--- src/design/hmac_sha1_stream_top_assert.svh ---
// assertion macros for the hmac sha1 stream block
// used by hmac_sha1_stream_top only
`ifndef HMAC_SHA1_STREAM_TOP_ASSERT_SVH
`define HMAC_SHA1_STREAM_TOP_ASSERT_SVH

// implication checked on every clock edge out of reset
`define HS_ASSERT_IMP(label, ante, cons) \
    label: assert property (@(posedge clk) disable iff (!rst_n) (ante) |-> (cons)) \
        else $error("assertion failed");

// next-cycle implication
`define HS_ASSERT_NEXT(label, ante, cons) \
    label: assert property (@(posedge clk) disable iff (!rst_n) (ante) |=> (cons)) \
        else $error("assertion failed");

`endif

--- src/design/hs1_pkg.sv ---
// package for the hmac sha1 stream block: types, constants, round helpers
// no dependencies
`timescale 1ns / 1ps
`default_nettype none
package hs1_pkg;

    localparam int BLOCK_BYTES  = 64;
    localparam int DIGEST_BYTES = 20;
    localparam int KEY_WORDS    = 8;

    localparam logic [31:0] IPAD_FILL = 32'h36363636;
    localparam logic [31:0] OPAD_FILL = 32'h5c5c5c5c;

    localparam logic [31:0] IV0 = 32'h67452301;
    localparam logic [31:0] IV1 = 32'hEFCDAB89;
    localparam logic [31:0] IV2 = 32'h98BADCFE;
    localparam logic [31:0] IV3 = 32'h10325476;
    localparam logic [31:0] IV4 = 32'hC3D2E1F0;

    // outer block length field: 84 bytes in bits
    localparam logic [31:0] OUTER_LEN_BITS = 32'((BLOCK_BYTES + DIGEST_BYTES) * 8);

    // source of the 16 words for one compression
    typedef enum logic [1:0] {
        SRC_BUF   = 2'd0,
        SRC_IPAD  = 2'd1,
        SRC_OPAD  = 2'd2,
        SRC_OUTER = 2'd3
    } src_t;

    // which chaining state a compression updates
    typedef enum logic {
        TGT_INNER = 1'b0,
        TGT_OUTER = 1'b1
    } tgt_t;

    typedef enum logic [3:0] {
        ST_IDLE,
        ST_IPAD,
        ST_OPAD,
        ST_BYTE,
        ST_MSGBLK,
        ST_PAD,
        ST_FIN1,
        ST_FIN2,
        ST_OUTER,
        ST_EMIT
    } state_t;

    // commands from controller to datapath
    typedef struct packed {
        logic        start;     // begin a compression
        src_t        src;
        tgt_t        tgt;
        logic        load_iv;   // load iv into chaining state before compressing
        logic        put_byte;  // write data byte at current position
        logic        put_pad;   // write 0x80 and clear rest, optionally length
        logic        put_len;   // write bit length into words 14 and 15
        logic        clr_buf;   // clear words 0 to 13, write bit length into words 14 and 15
        logic        clr_count;
        logic        emit_load; // load output word index 0
        logic        emit_next;
    } cmd_t;

    // status from datapath to controller
    typedef struct packed {
        logic busy;       // compression running
        logic pos_end;    // current byte position is 63 before the write
        logic pad_spill;  // padding needs an extra block
        logic emit_last;  // output index at word 4
    } stat_t;

    function automatic logic [31:0] rotl(input logic [31:0] x, input int unsigned n);
        rotl = (x << n) | (x >> (32 - n));
    endfunction

    function automatic logic [31:0] iv_word(input logic [2:0] i);
        case (i)
            3'd0:    iv_word = IV0;
            3'd1:    iv_word = IV1;
            3'd2:    iv_word = IV2;
            3'd3:    iv_word = IV3;
            default: iv_word = IV4;
        endcase
    endfunction

endpackage
`default_nettype wire

--- src/design/hs1_ctrl.sv ---
// hmac sha1 sequencer: opens messages, schedules compressions, emits digest
// depends on hs1_pkg
`timescale 1ns / 1ps
`default_nettype none
module hs1_ctrl (
    input  wire logic          clk,
    input  wire logic          rst_n,
    input  wire logic          in_valid,
    output logic               in_ready,
    input  wire logic          has_byte,
    input  wire logic          is_last,
    output logic               out_valid,
    input  wire logic          out_ready,
    input  wire hs1_pkg::stat_t stat,
    output hs1_pkg::cmd_t      cmd
);

    hs1_pkg::state_t state_reg, state_next;
    logic open_reg, open_next;
    logic last_reg, last_next;
    logic byte_reg, byte_next;

    // state registers
    always_ff @(posedge clk or negedge rst_n)
    begin
        if (!rst_n)
        begin
            state_reg <= hs1_pkg::ST_IDLE;
            open_reg  <= 1'b0;
            last_reg  <= 1'b0;
            byte_reg  <= 1'b0;
        end
        else
        begin
            state_reg <= state_next;
            open_reg  <= open_next;
            last_reg  <= last_next;
            byte_reg  <= byte_next;
        end
    end

    // next state and commands
    always_comb
    begin
        state_next = state_reg;
        open_next  = open_reg;
        last_next  = last_reg;
        byte_next  = byte_reg;
        cmd        = '0;
        cmd.src    = hs1_pkg::SRC_BUF;
        cmd.tgt    = hs1_pkg::TGT_INNER;
        in_ready   = 1'b0;
        out_valid  = 1'b0;
        case (state_reg)
            hs1_pkg::ST_IDLE:
            begin
                in_ready = 1'b1;
                if (in_valid)
                begin
                    last_next = is_last;
                    byte_next = has_byte;
                    if (!open_reg)
                    begin
                        open_next     = 1'b1;
                        cmd.clr_count = 1'b1;
                        cmd.start     = 1'b1;
                        cmd.load_iv   = 1'b1;
                        cmd.src       = hs1_pkg::SRC_IPAD;
                        cmd.tgt       = hs1_pkg::TGT_INNER;
                        state_next    = hs1_pkg::ST_IPAD;
                    end
                    else
                        state_next = hs1_pkg::ST_BYTE;
                end
            end
            hs1_pkg::ST_IPAD:
            begin
                if (!stat.busy)
                begin
                    cmd.start   = 1'b1;
                    cmd.load_iv = 1'b1;
                    cmd.src     = hs1_pkg::SRC_OPAD;
                    cmd.tgt     = hs1_pkg::TGT_OUTER;
                    state_next  = hs1_pkg::ST_OPAD;
                end
            end
            hs1_pkg::ST_OPAD:
            begin
                if (!stat.busy)
                    state_next = hs1_pkg::ST_BYTE;
            end
            hs1_pkg::ST_BYTE:
            begin
                if (byte_reg)
                begin
                    cmd.put_byte = 1'b1;
                    if (stat.pos_end)
                    begin
                        cmd.start  = 1'b1;
                        state_next = hs1_pkg::ST_MSGBLK;
                    end
                    else
                        state_next = last_reg ? hs1_pkg::ST_PAD : hs1_pkg::ST_IDLE;
                end
                else
                    state_next = last_reg ? hs1_pkg::ST_PAD : hs1_pkg::ST_IDLE;
            end
            hs1_pkg::ST_MSGBLK:
            begin
                if (!stat.busy)
                    state_next = last_reg ? hs1_pkg::ST_PAD : hs1_pkg::ST_IDLE;
            end
            hs1_pkg::ST_PAD:
            begin
                cmd.put_pad = 1'b1;
                cmd.start   = 1'b1;
                if (stat.pad_spill)
                    state_next = hs1_pkg::ST_FIN1;
                else
                begin
                    cmd.put_len = 1'b1;
                    state_next  = hs1_pkg::ST_FIN2;
                end
            end
            hs1_pkg::ST_FIN1:
            begin
                if (!stat.busy)
                begin
                    cmd.clr_buf = 1'b1;
                    cmd.put_len = 1'b1;
                    cmd.start   = 1'b1;
                    state_next  = hs1_pkg::ST_FIN2;
                end
            end
            hs1_pkg::ST_FIN2:
            begin
                if (!stat.busy)
                begin
                    cmd.start  = 1'b1;
                    cmd.src    = hs1_pkg::SRC_OUTER;
                    cmd.tgt    = hs1_pkg::TGT_OUTER;
                    state_next = hs1_pkg::ST_OUTER;
                end
            end
            hs1_pkg::ST_OUTER:
            begin
                if (!stat.busy)
                begin
                    cmd.emit_load = 1'b1;
                    state_next    = hs1_pkg::ST_EMIT;
                end
            end
            hs1_pkg::ST_EMIT:
            begin
                out_valid = 1'b1;
                if (out_ready)
                begin
                    cmd.emit_next = 1'b1;
                    if (stat.emit_last)
                    begin
                        open_next     = 1'b0;
                        cmd.clr_count = 1'b1;
                        state_next    = hs1_pkg::ST_IDLE;
                    end
                end
            end
            default:
                state_next = hs1_pkg::ST_IDLE;
        endcase
    end

endmodule
`default_nettype wire

--- src/design/hs1_datapath.sv ---
// hmac sha1 datapath: key registers, block buffer, byte counter, sha1 round unit
// depends on hs1_pkg
`timescale 1ns / 1ps
`default_nettype none
module hs1_datapath (
    input  wire logic          clk,
    input  wire logic          rst_n,
    input  wire logic          key_we,
    input  wire logic [2:0]    key_idx,
    input  wire logic [63:0]   key_wdata,
    output logic [63:0]        key_rdata,
    input  wire logic          in_take,
    input  wire logic [7:0]    data_byte,
    input  wire hs1_pkg::cmd_t cmd,
    output hs1_pkg::stat_t     stat,
    output logic [31:0]        digest_word,
    output logic               last_word
);

    logic [63:0] key_reg [hs1_pkg::KEY_WORDS];
    logic [31:0] buf_reg [16];
    logic [31:0] w_reg   [16];
    logic [31:0] ih_reg  [5];
    logic [31:0] oh_reg  [5];
    logic [31:0] a_reg, b_reg, c_reg, d_reg, e_reg;
    logic [63:0] count_reg;
    logic [7:0]  byte_reg;
    logic [6:0]  round_reg;
    logic        busy_reg;
    hs1_pkg::src_t src_reg;
    hs1_pkg::tgt_t tgt_reg;
    logic [2:0]  oidx_reg;

    logic [5:0]  pos;
    logic [3:0]  wi;
    logic [4:0]  sh;
    logic [63:0] bits;
    logic [31:0] wsrc, wnew, f, k, tmp;
    logic [31:0] h0, h1, h2, h3, h4;
    logic [31:0] keyw;
    logic [31:0] fill;

    assign pos  = count_reg[5:0];
    assign wi   = pos[5:2];
    assign sh   = {~pos[1:0], 3'b000};
    assign bits = {count_reg[60:0], 3'b000};

    assign key_rdata     = key_reg[key_idx];
    assign stat.busy     = busy_reg;
    assign stat.pos_end  = (pos == 6'(hs1_pkg::BLOCK_BYTES - 1));
    assign stat.pad_spill = (pos > 6'(hs1_pkg::BLOCK_BYTES - 9));
    assign stat.emit_last = (oidx_reg == 3'd4);
    assign digest_word   = oh_reg[oidx_reg];
    assign last_word     = (oidx_reg == 3'd4);

    // chaining state the round unit starts from
    always_comb
    begin
        if (tgt_reg == hs1_pkg::TGT_INNER)
        begin
            h0 = ih_reg[0]; h1 = ih_reg[1]; h2 = ih_reg[2]; h3 = ih_reg[3]; h4 = ih_reg[4];
        end
        else
        begin
            h0 = oh_reg[0]; h1 = oh_reg[1]; h2 = oh_reg[2]; h3 = oh_reg[3]; h4 = oh_reg[4];
        end
    end

    // message word for rounds 0 to 15, from the selected source
    always_comb
    begin
        keyw = round_reg[0] ? key_reg[round_reg[3:1]][31:0] : key_reg[round_reg[3:1]][63:32];
        fill = (src_reg == hs1_pkg::SRC_IPAD) ? hs1_pkg::IPAD_FILL : hs1_pkg::OPAD_FILL;
        case (src_reg)
            hs1_pkg::SRC_BUF:  wsrc = buf_reg[round_reg[3:0]];
            hs1_pkg::SRC_IPAD: wsrc = keyw ^ fill;
            hs1_pkg::SRC_OPAD: wsrc = keyw ^ fill;
            hs1_pkg::SRC_OUTER:
            begin
                if (round_reg < 7'd5)
                    wsrc = ih_reg[round_reg[2:0]];
                else if (round_reg == 7'd5)
                    wsrc = 32'h80000000;
                else if (round_reg == 7'd15)
                    wsrc = hs1_pkg::OUTER_LEN_BITS;
                else
                    wsrc = '0;
            end
            default: wsrc = '0;
        endcase
    end

    // one sha1 round
    always_comb
    begin
        if (round_reg < 7'd16)
            wnew = wsrc;
        else
            wnew = hs1_pkg::rotl(w_reg[13] ^ w_reg[8] ^ w_reg[2] ^ w_reg[0], 1);
        if (round_reg < 7'd20)
        begin
            f = (b_reg & c_reg) | (~b_reg & d_reg); k = 32'h5A827999;
        end
        else if (round_reg < 7'd40)
        begin
            f = b_reg ^ c_reg ^ d_reg; k = 32'h6ED9EBA1;
        end
        else if (round_reg < 7'd60)
        begin
            f = (b_reg & c_reg) | (b_reg & d_reg) | (c_reg & d_reg); k = 32'h8F1BBCDC;
        end
        else
        begin
            f = b_reg ^ c_reg ^ d_reg; k = 32'hCA62C1D6;
        end
        tmp = hs1_pkg::rotl(a_reg, 5) + f + e_reg + k + wnew;
    end

    // key registers
    always_ff @(posedge clk or negedge rst_n)
    begin
        if (!rst_n)
        begin
            for (int i = 0; i < hs1_pkg::KEY_WORDS; i++)
                key_reg[i] <= '0;
        end
        else if (key_we)
            key_reg[key_idx] <= key_wdata;
    end

    // captured input byte
    always_ff @(posedge clk)
    begin
        if (in_take)
            byte_reg <= data_byte;
    end

    // block buffer writes
    always_ff @(posedge clk)
    begin
        if (cmd.put_byte)
            buf_reg[wi] <= (buf_reg[wi] & ~(32'hFF << sh)) | ({24'd0, byte_reg} << sh);
        else if (cmd.put_pad)
        begin
            buf_reg[wi] <= (buf_reg[wi] & ~(32'hFFFFFFFF >> (5'd24 - sh)))
                           | (32'h80 << sh);
            for (int i = 0; i < 16; i++)
                if (4'(i) > wi && !(cmd.put_len && i >= 14))
                    buf_reg[i] <= '0;
            if (cmd.put_len)
            begin
                buf_reg[14] <= bits[63:32];
                buf_reg[15] <= bits[31:0];
            end
        end
        else if (cmd.clr_buf)
        begin
            for (int i = 0; i < 14; i++)
                buf_reg[i] <= '0;
            buf_reg[14] <= bits[63:32];
            buf_reg[15] <= bits[31:0];
        end
    end

    // byte counter and output index
    always_ff @(posedge clk or negedge rst_n)
    begin
        if (!rst_n)
        begin
            count_reg <= '0;
            oidx_reg  <= '0;
        end
        else
        begin
            if (cmd.clr_count)
                count_reg <= '0;
            else if (cmd.put_byte)
                count_reg <= count_reg + 64'd1;
            if (cmd.emit_load)
                oidx_reg <= '0;
            else if (cmd.emit_next && oidx_reg != 3'd4)
                oidx_reg <= oidx_reg + 3'd1;
        end
    end

    // round sequencer and chaining state
    always_ff @(posedge clk or negedge rst_n)
    begin
        if (!rst_n)
        begin
            busy_reg  <= 1'b0;
            round_reg <= '0;
            src_reg   <= hs1_pkg::SRC_BUF;
            tgt_reg   <= hs1_pkg::TGT_INNER;
            for (int i = 0; i < 5; i++)
            begin
                ih_reg[i] <= hs1_pkg::iv_word(3'(i));
                oh_reg[i] <= hs1_pkg::iv_word(3'(i));
            end
        end
        else if (cmd.start)
        begin
            busy_reg  <= 1'b1;
            round_reg <= '0;
            src_reg   <= cmd.src;
            tgt_reg   <= cmd.tgt;
            if (cmd.load_iv)
            begin
                for (int i = 0; i < 5; i++)
                begin
                    if (cmd.tgt == hs1_pkg::TGT_INNER)
                        ih_reg[i] <= hs1_pkg::iv_word(3'(i));
                    else
                        oh_reg[i] <= hs1_pkg::iv_word(3'(i));
                end
            end
        end
        else if (busy_reg)
        begin
            if (round_reg == 7'd80)
            begin
                busy_reg <= 1'b0;
                if (tgt_reg == hs1_pkg::TGT_INNER)
                begin
                    ih_reg[0] <= h0 + a_reg; ih_reg[1] <= h1 + b_reg;
                    ih_reg[2] <= h2 + c_reg; ih_reg[3] <= h3 + d_reg;
                    ih_reg[4] <= h4 + e_reg;
                end
                else
                begin
                    oh_reg[0] <= h0 + a_reg; oh_reg[1] <= h1 + b_reg;
                    oh_reg[2] <= h2 + c_reg; oh_reg[3] <= h3 + d_reg;
                    oh_reg[4] <= h4 + e_reg;
                end
            end
            else
                round_reg <= round_reg + 7'd1;
        end
    end

    // working variables and rolling schedule
    always_ff @(posedge clk)
    begin
        if (cmd.start)
        begin
            a_reg <= cmd.load_iv ? hs1_pkg::IV0 : ((cmd.tgt == hs1_pkg::TGT_INNER) ? ih_reg[0] : oh_reg[0]);
            b_reg <= cmd.load_iv ? hs1_pkg::IV1 : ((cmd.tgt == hs1_pkg::TGT_INNER) ? ih_reg[1] : oh_reg[1]);
            c_reg <= cmd.load_iv ? hs1_pkg::IV2 : ((cmd.tgt == hs1_pkg::TGT_INNER) ? ih_reg[2] : oh_reg[2]);
            d_reg <= cmd.load_iv ? hs1_pkg::IV3 : ((cmd.tgt == hs1_pkg::TGT_INNER) ? ih_reg[3] : oh_reg[3]);
            e_reg <= cmd.load_iv ? hs1_pkg::IV4 : ((cmd.tgt == hs1_pkg::TGT_INNER) ? ih_reg[4] : oh_reg[4]);
        end
        else if (busy_reg && round_reg != 7'd80)
        begin
            e_reg <= d_reg;
            d_reg <= c_reg;
            c_reg <= hs1_pkg::rotl(b_reg, 30);
            b_reg <= a_reg;
            a_reg <= tmp;
            for (int i = 0; i < 15; i++)
                w_reg[i] <= w_reg[i + 1];
            w_reg[15] <= wnew;
        end
    end

endmodule
`default_nettype wire

--- src/design/hmac_sha1_stream_top.sv ---
// hmac sha1 stream engine: top level with apb key port and valid/ready channels
// depends on hs1_pkg, hs1_ctrl, hs1_datapath, hmac_sha1_stream_top_assert.svh
//
// usage:
//  - key: eight 64-bit words at byte addresses 8*i on the apb port, read at the
//    start of each message; write only while idle
//  - input beats carry data_byte, has_byte and is_last; one beat is taken at a
//    time, then in_ready drops while it is processed
//  - a beat with a byte writes it into the block buffer; the 64th byte of a block
//    adds one sha1 compression (one round per cycle in the shared round unit)
//  - the first beat of a message first runs the two key pad compressions
//  - the last beat adds one or two inner compressions and the outer one,
//    then five output beats, word 0 first, last_word high on the fifth
//  - when the receiver stalls, the digest word holds and no input is taken
//  - reset clears the key, the counters and the controller and loads the iv into
//    the chaining state; nothing else needs clearing
`timescale 1ns / 1ps
`default_nettype none
`include "hmac_sha1_stream_top_assert.svh"
module hmac_sha1_stream_top (
    input  wire logic        clk,
    input  wire logic        rst_n,
    input  wire logic        psel,
    input  wire logic        penable,
    input  wire logic        pwrite,
    input  wire logic [5:0]  paddr,
    input  wire logic [63:0] pwdata,
    output logic [63:0]      prdata,
    output logic             pready,
    input  wire logic        in_valid,
    output logic             in_ready,
    input  wire logic [7:0]  data_byte,
    input  wire logic        has_byte,
    input  wire logic        is_last,
    output logic             out_valid,
    input  wire logic        out_ready,
    output logic [31:0]      digest_word,
    output logic             last_word
);

    hs1_pkg::cmd_t  cmd;
    hs1_pkg::stat_t stat;
    logic           key_we;
    logic [63:0]    key_rdata;

    // apb write decode
    assign pready = 1'b1;
    assign key_we = psel && penable && pwrite;
    assign prdata = key_rdata;

    hs1_ctrl u_ctrl (
        .clk       (clk),
        .rst_n     (rst_n),
        .in_valid  (in_valid),
        .in_ready  (in_ready),
        .has_byte  (has_byte),
        .is_last   (is_last),
        .out_valid (out_valid),
        .out_ready (out_ready),
        .stat      (stat),
        .cmd       (cmd)
    );

    hs1_datapath u_dp (
        .clk         (clk),
        .rst_n       (rst_n),
        .key_we      (key_we),
        .key_idx     (paddr[5:3]),
        .key_wdata   (pwdata),
        .key_rdata   (key_rdata),
        .in_take     (in_valid && in_ready),
        .data_byte   (data_byte),
        .cmd         (cmd),
        .stat        (stat),
        .digest_word (digest_word),
        .last_word   (last_word)
    );

    // input and output never both open
    `HS_ASSERT_IMP(a_no_overlap, in_ready, !out_valid)
    // a compression start never lands on a running one
    `HS_ASSERT_IMP(a_start_idle, cmd.start, !stat.busy)
    // final word taken closes the output
    `HS_ASSERT_NEXT(a_last_closes, out_valid && out_ready && last_word, !out_valid)

endmodule
`default_nettype wire
--- config.mk ---
export PLATFORM = sky130hd
export DESIGN_NAME = hmac_sha1_stream_top
export DESIGN_NICKNAME = d
export VERILOG_FILES = /design/src/design/hs1_pkg.sv /design/src/design/hs1_ctrl.sv /design/src/design/hs1_datapath.sv /design/src/design/hmac_sha1_stream_top.sv
export VERILOG_INCLUDE_DIRS = /design/src /design/src/design
export SDC_FILE = /design/constraint.sdc
export NUM_CORES = 2
export LEC_CHECK = 0
export ABC_AREA = 1
export BUFFER_PORTS_ARGS = -buffer_cell sky130_fd_sc_hd__buf_2
export CAP_MARGIN = 20
export CORE_MARGIN = 5
export CORE_UTILIZATION = 45
export DETAILED_ROUTE_END_ITERATION = 8
export HOLD_SLACK_MARGIN = 0.02
export SYNTH_ARGS = -nofsm -noshare
export SYNTH_HDL_FRONTEND = slang
export SYNTH_SLANG_ARGS = --single-unit
--- constraint.sdc ---
create_clock -name clk -period 24.2 [get_ports clk]
set_clock_uncertainty 0.2 [all_clocks]
set_input_delay 3.63 -clock clk [delete_from_list [all_inputs] [get_ports clk]]
set_output_delay 3.63 -clock clk [all_outputs]
set_load 0.02 [all_outputs]
## After elaboration in Yosys (flattened, before gate mapping)

Memory sizes are Yosys's and may differ from the RTL's.
Index checks and enable logic that the tools add are counted.

| storage, ports and cells | value |
|---|---|
| register bits after elaboration | 1085 |
| latch bits | 0 |
| output and inout bits | 100 |
| ROM bits | 0 |
| bits in writable memories | 1024 |
| memories kept | 2 |
| logic and storage cells | 417 |
| input port bits | 87 |

| operators by class | value |
|---|---|
| mux-type cells | 231 |
| divide/modulo/power cells | 0 |
| order comparisons | 27 |
| eq/ne operators | 33 |
| add/sub/neg operators | 13 |
| shift-type cells | 4 |
| bitwise logic cells | 47 |
| reduce and logical (&&, ||, !) cells | 26 |
| multipliers | 0 |

Memory list:

| name | words | bits a word | rd ports | clocked after Yosys merged registers in | write ports | line | text |
|---|---|---|---|---|---|---|---|
| u_dp.buf_reg | 16 | 32 | 2 | 0 | 16 | hs1_datapath.sv:21 | `logic [31:0] buf_reg [16];` |
| u_dp.w_reg | 16 | 32 | 16 | 0 | 16 | hs1_datapath.sv:22 | `logic [31:0] w_reg [16];` |

Operators with widths:

| operator | number |
|---|---|
| 32-bit 2-to-1 mux | 68 |
| 160-bit 2-to-1 mux | 10 |
| 512-bit bitwise mux | 1 |
| 64-bit 2-to-1 mux | 7 |
| 64-bit binary-select mux with 3-bit select | 2 |
| 32-bit adder | 9 |
| 32-bit bitwise AND | 6 |
| 32-bit binary-select mux with 3-bit select | 2 |
| 64-bit demux with 3-bit select | 1 |
| 32-bit XOR | 6 |
| 32-bit OR | 5 |
| 1-bit 2-to-1 mux | 105 |
| 32-bit inverter | 3 |
| 32-bit case mux with 3 select lines | 1 |
| 64-bit by 1-bit adder with 64-bit output (second input constant) | 1 |
| 8-bit by 5-bit << shifter with 32-bit output (first input constant) | 2 |
| 31-bit 2-to-1 mux | 2 |
| 4-bit 2-to-1 mux | 13 |
| 4-bit case mux with 10 select lines | 1 |
| 4-bit greater-than comparator (first input constant) | 8 |
| 32-bit by 1-bit OR with 32-bit output | 1 |
| 32-bit by 30-bit OR with 32-bit output | 1 |
| 32-bit by 5-bit OR with 32-bit output | 1 |
| 32-bit OR reduction | 1 |
| 50 further kinds | 124 |

## Logic depth before layout (Yosys ltp)

| logic depth | value |
|---|---|
| word-level depth | 12 |
| depth in mapped cells | 32 |
| depth with buffers taken out | 29 |

## By module

From an unflattened synthesis, not the netlist that was laid out.

| unflattened totals | value |
|---|---|
| cell total of the unflattened synthesis | 14673 |
| area total of the unflattened synthesis | 116495.5 µm² |

By module, submodules not included:

| module | times used | area each (µm²) | sequential area each (µm²) | cells an instance |
|---|---|---|---|---|
| hs1_datapath | 1 | 115764.8 | 54177.0 | 14554 |
| hs1_ctrl | 1 | 698.2 | 175.2 | 112 |
| hmac_sha1_stream_top | 1 | 32.5 | 0.0 | 7 |

## Worst setup path before layout

Ideal clock, no wire load.

| path | value |
|---|---|
| path kind | in2reg |
| start point | input in_valid |
| end point | memory u_dp.w_reg[0][0] (enable) |
| arrival time | 25.682 ns |
| setup time | 1.405 ns |
| data required time | 22.595 ns |
| stages on the path | 8 |
| buffers on the path | 1 |
| path slack | -3.087 ns |
| cell sequence | inv_1 > nor2_4 > nand2_2 > nand2_1 > nor2_4 > inv_4 > clkbuf_1 > nor2_1 |

RTL lines:

| what | line | text |
|---|---|---|
| start: declaration | hmac_sha1_stream_top.sv:30 | `input wire logic in_valid,` |
| end: declaration | hs1_datapath.sv:22 |  |

## Worst setup path in the final report

| path | value |
|---|---|
| start point | input paddr[3] |
| end point | output prdata[1] |

| between the ends | value |
|---|---|
| word-level cells in the longest chain between the ends | 4 |

RTL lines:

| what | line | text |
|---|---|---|
| start: declaration | hmac_sha1_stream_top.sv:26 | `input wire logic [5:0] paddr,` |
| 3-bit inverter with 4-bit output (not written as such) | hs1_datapath.sv:48 | `assign key_rdata = key_reg[key_idx];` |
| 64-bit binary-select mux with 3-bit select | hs1_datapath.sv:48 |  |
| 64-bit 2-to-1 mux (not written as such) (2 in series) | hs1_datapath.sv:48 |  |
| end: declaration | hmac_sha1_stream_top.sv:28 | `output logic [63:0] prdata,` |

No other way between the ends. The select of a mux whose other input is x is not followed.

==> results.toml <==
[run]
drv_cap = 0

[critical_path]
critPathKind = "in2out"
worstPathMaxFanout = 28
endpoint_kind = "primary output"
start_kind = "input pin"
timing.rr.end = "u_dp.a_reg[26]"
r2r_start = "u_dp.round_reg[3]"
r2r_cells = 24
r2r_slack_ns = 15.24
arrival_ns = 6.52
cp_data_required_time_ns = 20.37

[detailed_routing]
wire_per_inst_um = 26.5
ant_nets = 0
remaining_drc_errors = 0
via_per_inst = 5.90
num_vias = 106000
drtIter0Drc = 13100
drtPass1Iterations = 9
drt_wl_total_um = 474000

[min_path]
hold_depth = 0
hold_path_end = "u_dp.w_reg[0][30]"
holdCritStartpoint = "u_dp.w_reg[0][62]"
hold_class = "reg2reg"

[cts]
clockBufferDepth = 4
cts-root-buf = "clkbuf_16"
cts_resized = 0
cts-buffers-inserted = 241
cts_tree = "yes"
path_clk_slew_ns = 0.06
clock_latency_ns = 0.95
cts_hold_buf = 0
htree_levels = 4
clock_sinks = 2105
cts_setup_buffers = 0

[yosys]
synthesis.nets = 14900
synth_ff_type = "dfrtp_1"
netlist_instances = 14500
synthArstFlopShare_pct = 43.4
synth.distinct_cells = 62
synth_edf_count = 741
ys_seq_elements = 2105
syn_area_per_cell_um2 = 7.97
synth_seq_area_share_pct = 46.9
synth_warnings = 0
syn-cell-area_mm2 = 0.116

[finish]
drive_gt1_share_pct = 7.85
mostFrequentLayoutCell = "nand2_1"
multiInputGateArea_mm2 = 0.0500
nFillCells = 25200
regArea_mm2 = 0.0544
area_growth_pct = 10.5
fin_nets = 14700
mostFrequentLayoutCells = "nand2_1 (2476), o21ai_0 (2215), inv_1 (2151), a21oi_1 (1392), dfrtp_1 (746)"

[placed_design]
io_buffers = 182
place_congestion = 1.03
place_hpwl_um = 322000

[sta]
finalSetupTns_ns = 0
max_freq_mhz = 96.6
setup_violations = 0
slew_headroom_pct = 12.3
min_period_over_period_pct = 42.8
rsz0062_at_grt = "no"
drv_slew = 0
min_period_ns = 10.35
hold_viol = 0
worst_slew_pin_slew_ns = 1.31

[grt]
overflow = 0
grt_pass1_wl_um = 676000
grt_max_degree = 192
grt_pass1_vias = 96500
track_usage_pct = 34.3
antenna_found_initial = 29

[floorplanning]
die_area_mm2 = 0.267
rows = 186
initial_core_util_pct = 45.1
die_x_um = 517
core-area_mm2 = 0.256
die_h_um = 517
pin_count = 187

[outcome]
status = "completed"
==> cell type report <==
type	instances	area share [%]
clock buffer	326	5.35
clock inverter	120	1.03
timing repair buffer	417	2.22
inverter	2207	6.51
antenna	23	0.0450
sequential	2105	42.5
multi-input combinational	9322	39.1
tap	3384	3.31
==> metrics by stage <==
stage / setup slack [ns] / util, % / hold slack (ns) / cells / area, um^2
after floorplan: 5.63 / - / 0.200 / 14500 / 116000
after global placement: 13.98 / 46.6 / 0.201 / 17400 / 120000
after detailed placement: 13.99 / 46.6 / 0.205 / 17400 / 120000
after CTS: 13.98 / 49.8 / 0.175 / 17900 / 128000
after global routing: 13.83 / 49.9 / 0.172 / 17900 / 128000
final: 13.85 / 49.9 / 0.169 / 17900 / 128000
==> layer usage <==
layer,vias to the layer above,global-route usage [%],wire (um)
li1,48700,-,-
met1,50500,47.0,196000
met2,5358,51.2,203000
met3,1131,7.13,44700
met4,6,18.4,30200
met5,-,0,38
==> synthesized netlist by cell type (12+ instances only) <==
cell type | number | share of area (%)
o22ai_1 | 329 | 1.8
ha_1 | 205 | 2.2
o21ai_0 | 2219 | 9.6
a22oi_1 | 173 | 1.1
nor2_1 | 601 | 1.9
o221ai_1 | 45 | 0.34
o2111ai_1 | 47 | 0.36
nand2_1 | 2487 | 8.1
fa_1 | 125 | 2.2
a31oi_1 | 57 | 0.31
xor2_1 | 91 | 0.69
xnor2_1 | 76 | 0.58
a21boi_0 | 17 | 0.11
o21bai_1 | 19 | 0.12
a21oi_1 | 1396 | 6.0
inv_2 | 26 | 0.084
buf_1 | 102 | 0.33
o211ai_1 | 113 | 0.73
a221oi_1 | 78 | 0.59
dfrtp_1 | 753 | 16
or2_2 | 42 | 0.23
inv_1 | 2174 | 7.0
o21a_1 | 19 | 0.12
a21o_1 | 23 | 0.15
nor3_1 | 110 | 0.48
edfxtp_1 | 741 | 19
clkbuf_1 | 664 | 2.2
nor4_1 | 34 | 0.18
o21ai_1 | 306 | 1.3
o2bb2ai_1 | 30 | 0.23
nor2_2 | 12 | 0.065
o31ai_1 | 23 | 0.15
buf_2 | 115 | 0.50
nand3_1 | 396 | 1.7
nand4_1 | 158 | 0.85
a211oi_1 | 32 | 0.21
dfxtp_1 | 451 | 7.8
dfstp_2 | 160 | 3.6
==> worst max-delay path: stages <==
cell,delay [ns]
buf_2,0.14
inv_1,0.16
nor3_2,0.05
buf_4,0.32
inv_2,0.47
buf_4,0.64
o22ai_1,0.14
or4_1,0.70
buf_2,0.23
==> cells by family (layout without fill, tap and decap cells) <==
logic type / after synthesis / in the layout / synth area share, %
buffers and inverters: 3097 / 3070 / 10.2
and+or+nand+nor: 3872 / 3872 / 13.7
AOI/OAI and AO/OA: 4951 / 4951 / 23.5
xor gates and xnor gates: 167 / 167 / 1.26
other: 1 / 24 / 0.00324
muxes: 1 / 1 / 0.00973
DFF: 2105 / 2105 / 46.9
adders and majority gates: 330 / 330 / 4.38
==> worst max-delay path by stage <==
stage             start               end  slack [ns]
2_1_floorplan  in_valid  u_dp.w_reg[0][0]        5.63
3_3_place_gp   paddr[3]         prdata[1]       13.98
3_5_place_dp   paddr[3]         prdata[1]       13.99
4_1_cts        paddr[3]         prdata[1]       13.98
5_1_grt        paddr[3]         prdata[1]       13.83
6_report       paddr[3]         prdata[1]       13.85
Power is left out: the tool's default activity adds up to more than one toggle a clock period on the data nets, which glitch-free logic cannot reach.
